File: config.mk
export PLATFORM = sky130hd
export DESIGN_NAME = rmq_fifo
export DESIGN_NICKNAME = d
export VERILOG_FILES = /design/src/rmq_pkg.sv /design/src/rmq_fifo.sv
export SDC_FILE = /design/constraint.sdc
export NUM_CORES = 1
export LEC_CHECK = 0
export BUFFER_PORTS_ARGS = -buffer_cell sky130_fd_sc_hd__buf_2
export CAP_MARGIN = 20
export CORE_ASPECT_RATIO = 1.5
export CORE_MARGIN = 2
export CORE_UTILIZATION = 59
export DETAILED_ROUTE_END_ITERATION = 8
export GPL_TIMING_DRIVEN = 0
export PLACE_DENSITY_LB_ADDON = 0.1
export SLEW_MARGIN = 25
export SYNTH_ARGS = -nofsm -noshare
export SYNTH_HDL_FRONTEND = slang
export SYNTH_SLANG_ARGS = --single-unit
export TNS_END_PERCENT = 20
File: constraint.sdc
create_clock -name clk -period 5.24 [get_ports clk]
set_clock_uncertainty 0.2 [all_clocks]
set_input_delay 1.31 -clock clk [delete_from_list [all_inputs] [get_ports clk]]
set_output_delay 1.31 -clock clk [all_outputs]
set_load 0.02 [all_outputs]
File: src/rmq_pkg.sv
// ----------------------------------------------------------------------------
// rmq_pkg: shared types and constants for the matrix to quaternion converter
// Holds the component codes, default widths and width helper functions.
// ----------------------------------------------------------------------------
package rmq_pkg;

  // Quaternion component codes, in output order.
  typedef enum logic [1:0] {
    COMP_X,
    COMP_Y,
    COMP_Z,
    COMP_W
  } comp_t;

  localparam int DATA_WIDTH_DEF = 16;
  localparam int FRAC_BITS_DEF  = 14;
  localparam int FIFO_DEPTH     = 4;

  // Radicand width: the largest diagonal radicand stays below 2^(dw+2).
  function automatic int rad_w(input int dw);
    return dw + 2;
  endfunction

  // Root width: half of the radicand width after scaling, rounded up.
  function automatic int root_w(input int dw, input int fb);
    return (rad_w(dw) + fb + 1) >> 1;
  endfunction

  // Queue entry: branch flag, main component, four numerators, radicand.
  function automatic int entry_w(input int dw);
    return 1 + 2 + 4 * (dw + 1) + rad_w(dw);
  endfunction

endpackage

File: src/rmq_fifo.sv
// ----------------------------------------------------------------------------
// rmq_fifo: small queue between the classification and arithmetic parts
// Register based first-in first-out buffer with valid/ready on both sides.
// ----------------------------------------------------------------------------
module rmq_fifo import rmq_pkg::*; #(
  parameter int W     = 8,
  parameter int DEPTH = FIFO_DEPTH
) (
  input  logic         clk,
  input  logic         rst_n,
  input  logic         push_valid,
  output logic         push_ready,
  input  logic [W-1:0] push_data,
  output logic         pop_valid,
  input  logic         pop_ready,
  output logic [W-1:0] pop_data
);

  localparam int PW = $clog2(DEPTH);

  logic [W-1:0]  mem_r [DEPTH];
  logic [PW-1:0] wr_r, rd_r;
  logic [PW:0]   cnt_r;
  logic          do_push, do_pop;

  assign push_ready = (cnt_r != (PW+1)'(DEPTH));
  assign pop_valid  = (cnt_r != '0);
  assign pop_data   = mem_r[rd_r];
  assign do_push    = push_valid && push_ready;
  assign do_pop     = pop_valid && pop_ready;

  always_ff @(posedge clk) begin
    if (!rst_n) begin
      wr_r  <= '0;
      rd_r  <= '0;
      cnt_r <= '0;
    end else begin
      if (do_push) wr_r <= (wr_r == PW'(DEPTH - 1)) ? '0 : wr_r + 1'b1;
      if (do_pop)  rd_r <= (rd_r == PW'(DEPTH - 1)) ? '0 : rd_r + 1'b1;
      if (do_push && !do_pop) begin
        cnt_r <= cnt_r + 1'b1;
      end else if (do_pop && !do_push) begin
        cnt_r <= cnt_r - 1'b1;
      end
    end
  end

  always_ff @(posedge clk) begin
    if (do_push) begin
      mem_r[wr_r] <= push_data;
    end
  end

endmodule

==> results of run 1 <==
==> how the worst min path moves through the flow <==
stage          cells after the start                 start                   end
2_1_floorplan                      2  wr_r[1]$_SDFFE_PN0P_  wr_r[1]$_SDFFE_PN0P_
3_3_place_gp                       2  wr_r[1]$_SDFFE_PN0P_  wr_r[1]$_SDFFE_PN0P_
3_5_place_dp                       2  wr_r[1]$_SDFFE_PN0P_  wr_r[1]$_SDFFE_PN0P_
4_1_cts                            2  wr_r[1]$_SDFFE_PN0P_  wr_r[1]$_SDFFE_PN0P_
5_1_grt                            2  wr_r[1]$_SDFFE_PN0P_  wr_r[1]$_SDFFE_PN0P_
6_report                           2  wr_r[1]$_SDFFE_PN0P_  wr_r[1]$_SDFFE_PN0P_
==> layout make-up <==
cell class                      count  area [um2]
Clock inverter                      1       7.507
Multi-Input combinational cell     45       465.4
Sequential cell                    41        1141
Clock buffer                        7       76.32
Fill cell                         197       777.0
Inverter                            3       11.26
Timing Repair Buffer               21       105.1
Buffer                              4       17.52
Tap cell                           37       46.29
==> worst max-delay path: stages (launching register included) <==
cell	delay, ps
dfxtp_1	300
buf_2	270
mux4_2	550
buf_2	180
==> layout by cell type, fill, tap and decap left out, types with 2 or more instances in the layout <==
cell,count
buf_2,22
inv_1,3
clkbuf_8,5
mux4_2,8
o21ai_0,4
or3_2,2
clkbuf_1,3
nand3_1,2
nor2_1,2
and3_2,4
dfxtp_1,9
mux2i_1,2
edfxtp_1,32
nand2_1,5
ha_1,6
==> state kept, by name, summed over array words and instances (netlist names), named ones only <==
signal and count:
rd_r 2, cnt_r 3, mem_r 32, wr_r 2
==> per-layer routing <==
metal	vias to the layer above	wire length, um
met5	-	0
met4	0	44
met3	6	109
met2	18	1344
met1	404	934
li1	409	-
==> report_power, final <==
group          switching [mW]  internal, mW  leakage (nW)
Clock                  0.0988        0.0941        0.0385
Sequential             0.0276         0.401         0.367
Combinational           0.149         0.125         0.279
==> logic make-up (layout without fill, tap and decap cells) <==
| family | count (synthesis) | in the layout | share of synthesized area [%] |
|---|---|---|---|
| flops | 41 | 41 | 69.78 |
| xor+xnor | 2 | 2 | 1.071 |
| simple gates | 20 | 20 | 7.193 |
| compound gates | 6 | 6 | 2.143 |
| mux | 10 | 10 | 12.24 |
| fa+ha+maj | 7 | 7 | 5.815 |
| buf+inv | 7 | 36 | 1.759 |
==> metrics by stage <==
step	util (%)	setup slack, ps	hold slack, ps	cell area [um2]
3_3_place_gp	67.49	2003	286.6	1787
4_1_cts	70.65	2083	310.0	1871
5_1_grt	70.65	2031	343.5	1871
2_1_floorplan	-	2190	267.7	1635
3_5_place_dp	67.49	1962	299.5	1787
6_report	70.65	2144	304.1	1871
==> run summary, run 1 <==
Total Power -> 0.8958 mW
effective utilization at floorplan -> 61.77%
register-to-register path setup slack -> 2610 ps
row count -> 23
initial antenna violation count -> 0
I/O pin count -> 22
status -> completed
count of max-cap constraint violations -> 0
category of the worst setup path capture point -> output pin
global route hottest layer -> met2
highest achievable clock rate -> 323.0 MHz
global-route wire length before repair -> 3850 um
largest net degree at the start of global routing -> 13
post-route non-filler standard cell count -> 159
cell with the most instances after synthesis -> edfxtp_1
Syn Area/Cell -> 17.58 um2
largest buffer count on any clock path -> 2
met3 track demand over resource in global routing -> 7.124%
detail-routed via count per cell -> 5.264
category of the critical setup timing path -> register to output pin
number of DRC markers after the initial detailed-route iteration -> 16
end of the critical path -> pop_data[2]
Num CTS Buffers -> 5
Hold Vio Cnt, Final -> 0
core area -> 2648 um2
area fraction of the dominant cell type after synthesis -> 58.76%
unrepaired setup endpoints after global routing -> no
number of nets in the synthesized netlist -> 112
TNS Setup -> 0 ps
placed cells -> 151
cell types with the highest counts after synthesis -> edfxtp_1, dfxtp_1, mux4_2, ha_1, nand2_1
Max rail drop VDD -> 391.2 uV
remaining global-route overflow -> 0
clk_lat worst skew -> 290 ps
# H-tree levels -> 2
number of buffers inserted by port buffering -> 21
DP HPWL -> 1709 um
average routed wire per standard cell -> 15.30 um
count of state elements after synthesis -> 41
setup violators final -> 0
GRT Util Overall -> 18.59%
layout overhead on the synthesized area -> 14.38%
Die Width -> 46.99 um
last weighted congestion value of the routability-driven placer -> 0.6803
data arrival time of the worst path -> 1590 ps
min Tclk post-route -> 3096 ps
floorplan die area -> 3218 um2
Residual DRC -> 0
Worst slew margin -> 61.61%
share of synthesized registers carrying an async set or reset -> 0%
via count of the routed design -> 837
worst endpoint required time -> 3730 ps
actual transition at the worst max-transition pin -> 571.0 ps
post-detailed-route count of antenna-violating nets -> 0
vias in the first global route -> 819
Max Slew Vio Count -> 0
met2 GRT Util -> 32.19%
final worst-path cycle share -> 59.09%
combined area of all synthesized cells -> 1635 um2
number of enable-type register cells in the synthesized netlist -> 32
number of distinct library cell variants in the gate-level netlist after synthesis -> 26
most used flip-flop cell after synthesis -> edfxtp_1
Leak Pwr -> 0.6843 nW
root buffer selected by CTS -> clkbuf_8
post-cts resize count -> 0
Sinks on Clock Net -> 41
worst hold path class -> register to register
setup fix buffers added after clock tree synthesis -> 0
Critical Path Source Type -> register
depth of the most critical reg-to-reg path -> 7
Hold Buf Count CTS -> 0
sequential fraction of the synthesis area -> 69.78%
post-CTS clock slew at the launch and capture registers of the worst setup and hold paths -> 70 ps
leading post-synthesis cells by cell area -> edfxtp_1, dfxtp_1, mux4_2, ha_1, and3_2
Antenna diodes -> 0
fraction of layout instances using a drive strength above 1 -> 36.07%
Yosys warning count -> 0
pwr/cell area -> 478.9 nW/um2
CTS tree -> done
post-layout net count -> 140
Die H -> 68.48 um
met1 track demand over resource -> 19.64%
biggest fanout along the worst timing path -> 8
Pre-Repair DR Iteration Count -> 2
instance count of the mapped netlist -> 93
sum of routed wire length over all layers -> 2432 um
dominant cell type by area after synthesis -> edfxtp_1
launch point of the worst reg-to-reg path -> cnt_r[0]$_SDFFE_PN0P_
Crit Reg-Reg Endpoint -> cnt_r[2]$_SDFFE_PN0P_
Power figures use the tool's default switching activity.
==> run 2: changes to the inputs <==
--- a/config.mk
+++ b/config.mk
@@ -5,11 +5,12 @@
 export SDC_FILE = /design/constraint.sdc
 export NUM_CORES = 1
 export LEC_CHECK = 0
+export ABC_AREA = 1
 export BUFFER_PORTS_ARGS = -buffer_cell sky130_fd_sc_hd__buf_2
 export CAP_MARGIN = 20
 export CORE_ASPECT_RATIO = 1.5
 export CORE_MARGIN = 2
-export CORE_UTILIZATION = 59
+export CORE_UTILIZATION = 56
 export DETAILED_ROUTE_END_ITERATION = 8
 export GPL_TIMING_DRIVEN = 0
 export PLACE_DENSITY_LB_ADDON = 0.1
==> constraint.sdc (replaced) <==
create_clock -name clk -period 3.1 [get_ports clk]
set_clock_uncertainty 0.2 [all_clocks]
set_input_delay 0.775 -clock clk [delete_from_list [all_inputs] [get_ports clk]]
set_output_delay 0.775 -clock clk [all_outputs]
set_load 0.02 [all_outputs]
==> run 2 against run 1 <==
Effect of this change:
- global-route usage fell by 0.20 points
- critical endpoint is now pop_data[0]
- sequential share of layout area fell by 2.7 points
- power up 95%
==> run summary, run 2 <==
worst endpoint required time -> 2120 ps
min-delay src -> cnt_r[0]$_SDFFE_PN0P_
area fraction of the dominant cell type after synthesis -> 56.85%
xor-xnor portion of the synthesized cell area -> 0%
most used cells in the layout excluding fill and tap cells -> nor2_1, edfxtp_1, buf_2
via count of the routed design -> 1120
depth of the most critical reg-to-reg path -> 11
Critical Path Source Type -> register
unrepaired setup endpoints after global routing -> no
post-layout net count -> 193
DP HPWL -> 2077 um
pwr/cell area -> 891.5 nW/um2
Residual DRC -> 0
min Tclk post-route -> 2567 ps
largest buffer count on any clock path -> 2
Yosys warning count -> 0
CTS tree -> done
instance count of the mapped netlist -> 146
area occupied by registers -> 1141 um2
layout overhead on the synthesized area -> 15.84%
Hold Vio Cnt, Final -> 0
number of enable-type register cells in the synthesized netlist -> 32
simple-gate area share of the yosys netlist -> 12.21%
Hold Buf Count CTS -> 0
Hold Path Cell Cnt -> 2
I/O pin count -> 22
category of the critical setup timing path -> register to output pin
core area -> 2883 um2
Pre-Repair DR Iteration Count -> 4
status -> completed
number of DRC markers after the initial detailed-route iteration -> 55
post-detailed-route count of antenna-violating nets -> 0
Antenna diodes -> 0
leading post-synthesis cells by cell area -> edfxtp_1, dfxtp_1, nor2_1, ha_1, o21ai_0
sum of routed wire length over all layers -> 3050 um
data arrival time of the worst path -> 1590 ps
category of the worst setup path capture point -> output pin
worst hold path class -> register to register
setup fix buffers added after clock tree synthesis -> 0
Synth Area in Compound Gates -> 9.548%
largest registers in the final layout -> mem_r x32, cnt_r x3
Max rail drop VDD -> 573.6 uV
last weighted congestion value of the routability-driven placer -> 0.7371
Syn Area/Cell -> 11.58 um2
Synth Area in Adders -> 5.625%
biggest fanout along the worst timing path -> 9
GRT Util Overall -> 18.38%
met3 track demand over resource in global routing -> 5.000%
floorplan die area -> 3483 um2
Sinks on Clock Net -> 41
global route hottest layer -> met2
sequential fraction of the synthesis area -> 67.51%
detail-routed via count per cell -> 5.234
number of nets in the synthesized netlist -> 165
Leak Pwr -> 0.7869 nW
Finished Core Util -> 67.93%
count of state elements after synthesis -> 41
row count -> 24
clk_lat worst skew -> 290 ps
multi-input gate area in the final layout -> 462.9 um2
flip-flop count of the largest register after layout -> 32
dominant cell type by area after synthesis -> edfxtp_1
post-CTS clock slew at the launch and capture registers of the worst setup and hold paths -> 70 ps
root buffer selected by CTS -> clkbuf_8
initial antenna violation count -> 0
remaining global-route overflow -> 0
effective utilization at floorplan -> 58.64%
fraction of layout instances using a drive strength above 1 -> 21.71%
met1 track demand over resource -> 17.52%
setup violators final -> 0
final worst-path cycle share -> 82.81%
register-to-register path setup slack -> 1070 ps
capture endpoint of the worst hold path -> cnt_r[0]$_SDFFE_PN0P_
number of buffers inserted by port buffering -> 21
Crit Reg-Reg Endpoint -> cnt_r[2]$_SDFFE_PN0P_
launch point of the worst reg-to-reg path -> cnt_r[1]$_SDFFE_PN0P_
most used flip-flop cell after synthesis -> edfxtp_1
met2 GRT Util -> 35.31%
main combinational cell family by area after synthesis -> simple AND/OR/NAND/NOR gates
Die Width -> 48.86 um
Max Slew Vio Count -> 0
TNS Setup -> 0 ps
average routed wire per standard cell -> 14.25 um
post-cts resize count -> 0
Filler Cells Inserted -> 233
Num CTS Buffers -> 5
largest register by flop count -> mem_r
largest net degree at the start of global routing -> 14
global-route wire length before repair -> 4664 um
actual transition at the worst max-transition pin -> 788.9 ps
highest achievable clock rate -> 389.5 MHz
cell types with the highest counts after synthesis -> edfxtp_1, nor2_1, inv_1, o21ai_0, nand2_1
# H-tree levels -> 2
Worst slew margin -> 47.21%
number of distinct library cell variants in the gate-level netlist after synthesis -> 19
vias in the first global route -> 1067
count of max-cap constraint violations -> 0
Die H -> 71.29 um
combined area of all synthesized cells -> 1690 um2
post-synthesis mux area share -> 0%
share of synthesized registers carrying an async set or reset -> 0%
-- run 2: changes by cell type in the layout (fill, tap and decap cells not counted), moves of 8 or more --
cell     delta
inv_1      +13
mux4_2      -8
nand2_1     +8
nor2_1     +30
o21ai_0    +10
o22ai_1     +8
-- run 2: power by group --
group,internal [mW],switching [mW],total (mW)
combinational,0.201,0.392,0.593
clock,0.230,0.174,0.404
sequential,0.684,0.0653,0.749
total,1.11,0.631,1.75
-- run 2: logic make-up after synthesis --
family / Yosys count
adders and majority gates: 7
AOI/OAI and AO/OA: 28
and+or+nand+nor: 51
buffers and inverters: 19
DFF: 41
-- run 2: layout make-up --
type,instances,share of cell area [%]
flip-flops and latches,41,58.27
multi-input cells,86,23.64
clock buffers,7,5.495
repair buffers,21,5.367
inverters,17,3.259
well taps,39,2.492
plain buffers,2,1.150
clock inverters,1,0.3195
-- run 2: how the worst max path moves through the flow --
stage | from | to | cells past startpoint | slack [ps]
2_1_floorplan | push_valid | cnt_r[1]$_SDFFE_PN0P_ | 7 | 1010
3_3_place_gp | push_valid | cnt_r[1]$_SDFFE_PN0P_ | 8 | 820
3_5_place_dp | push_valid | cnt_r[2]$_SDFFE_PN0P_ | 11 | 760
4_1_cts | register | pop_data[0] | 4 | 570
5_1_grt | register | pop_data[4] | 4 | 500
6_report | register | pop_data[0] | 4 | 530
-- run 2: metal layers --
layer / part of all wire [%] / wire [um]
met1: 38 / 1153
met2: 56 / 1714
met3: 4.7 / 142
met4: 1.2 / 38
met5: 0 / 0
-- run 2: stage by stage --
stage	std cells	hold WS (ps)	cell area, um2	total power, mW	setup WS (ps)
global route	214	355.8	1958	1.841	504.5
CTS	214	328.1	1958	1.751	571.4
finish	214	328.3	1958	1.746	532.8
global placement	206	304.4	1844	1.314	816.4
detailed placement	206	315.6	1844	1.354	759.7
floorplan	146	290.5	1690	1.162	1007
-- run 2: critical path: stages (launching register included) --
cell	delay (ps)
dfxtp_1	560
inv_1	270
o21ai_0	180
o22ai_1	120
buf_2	170
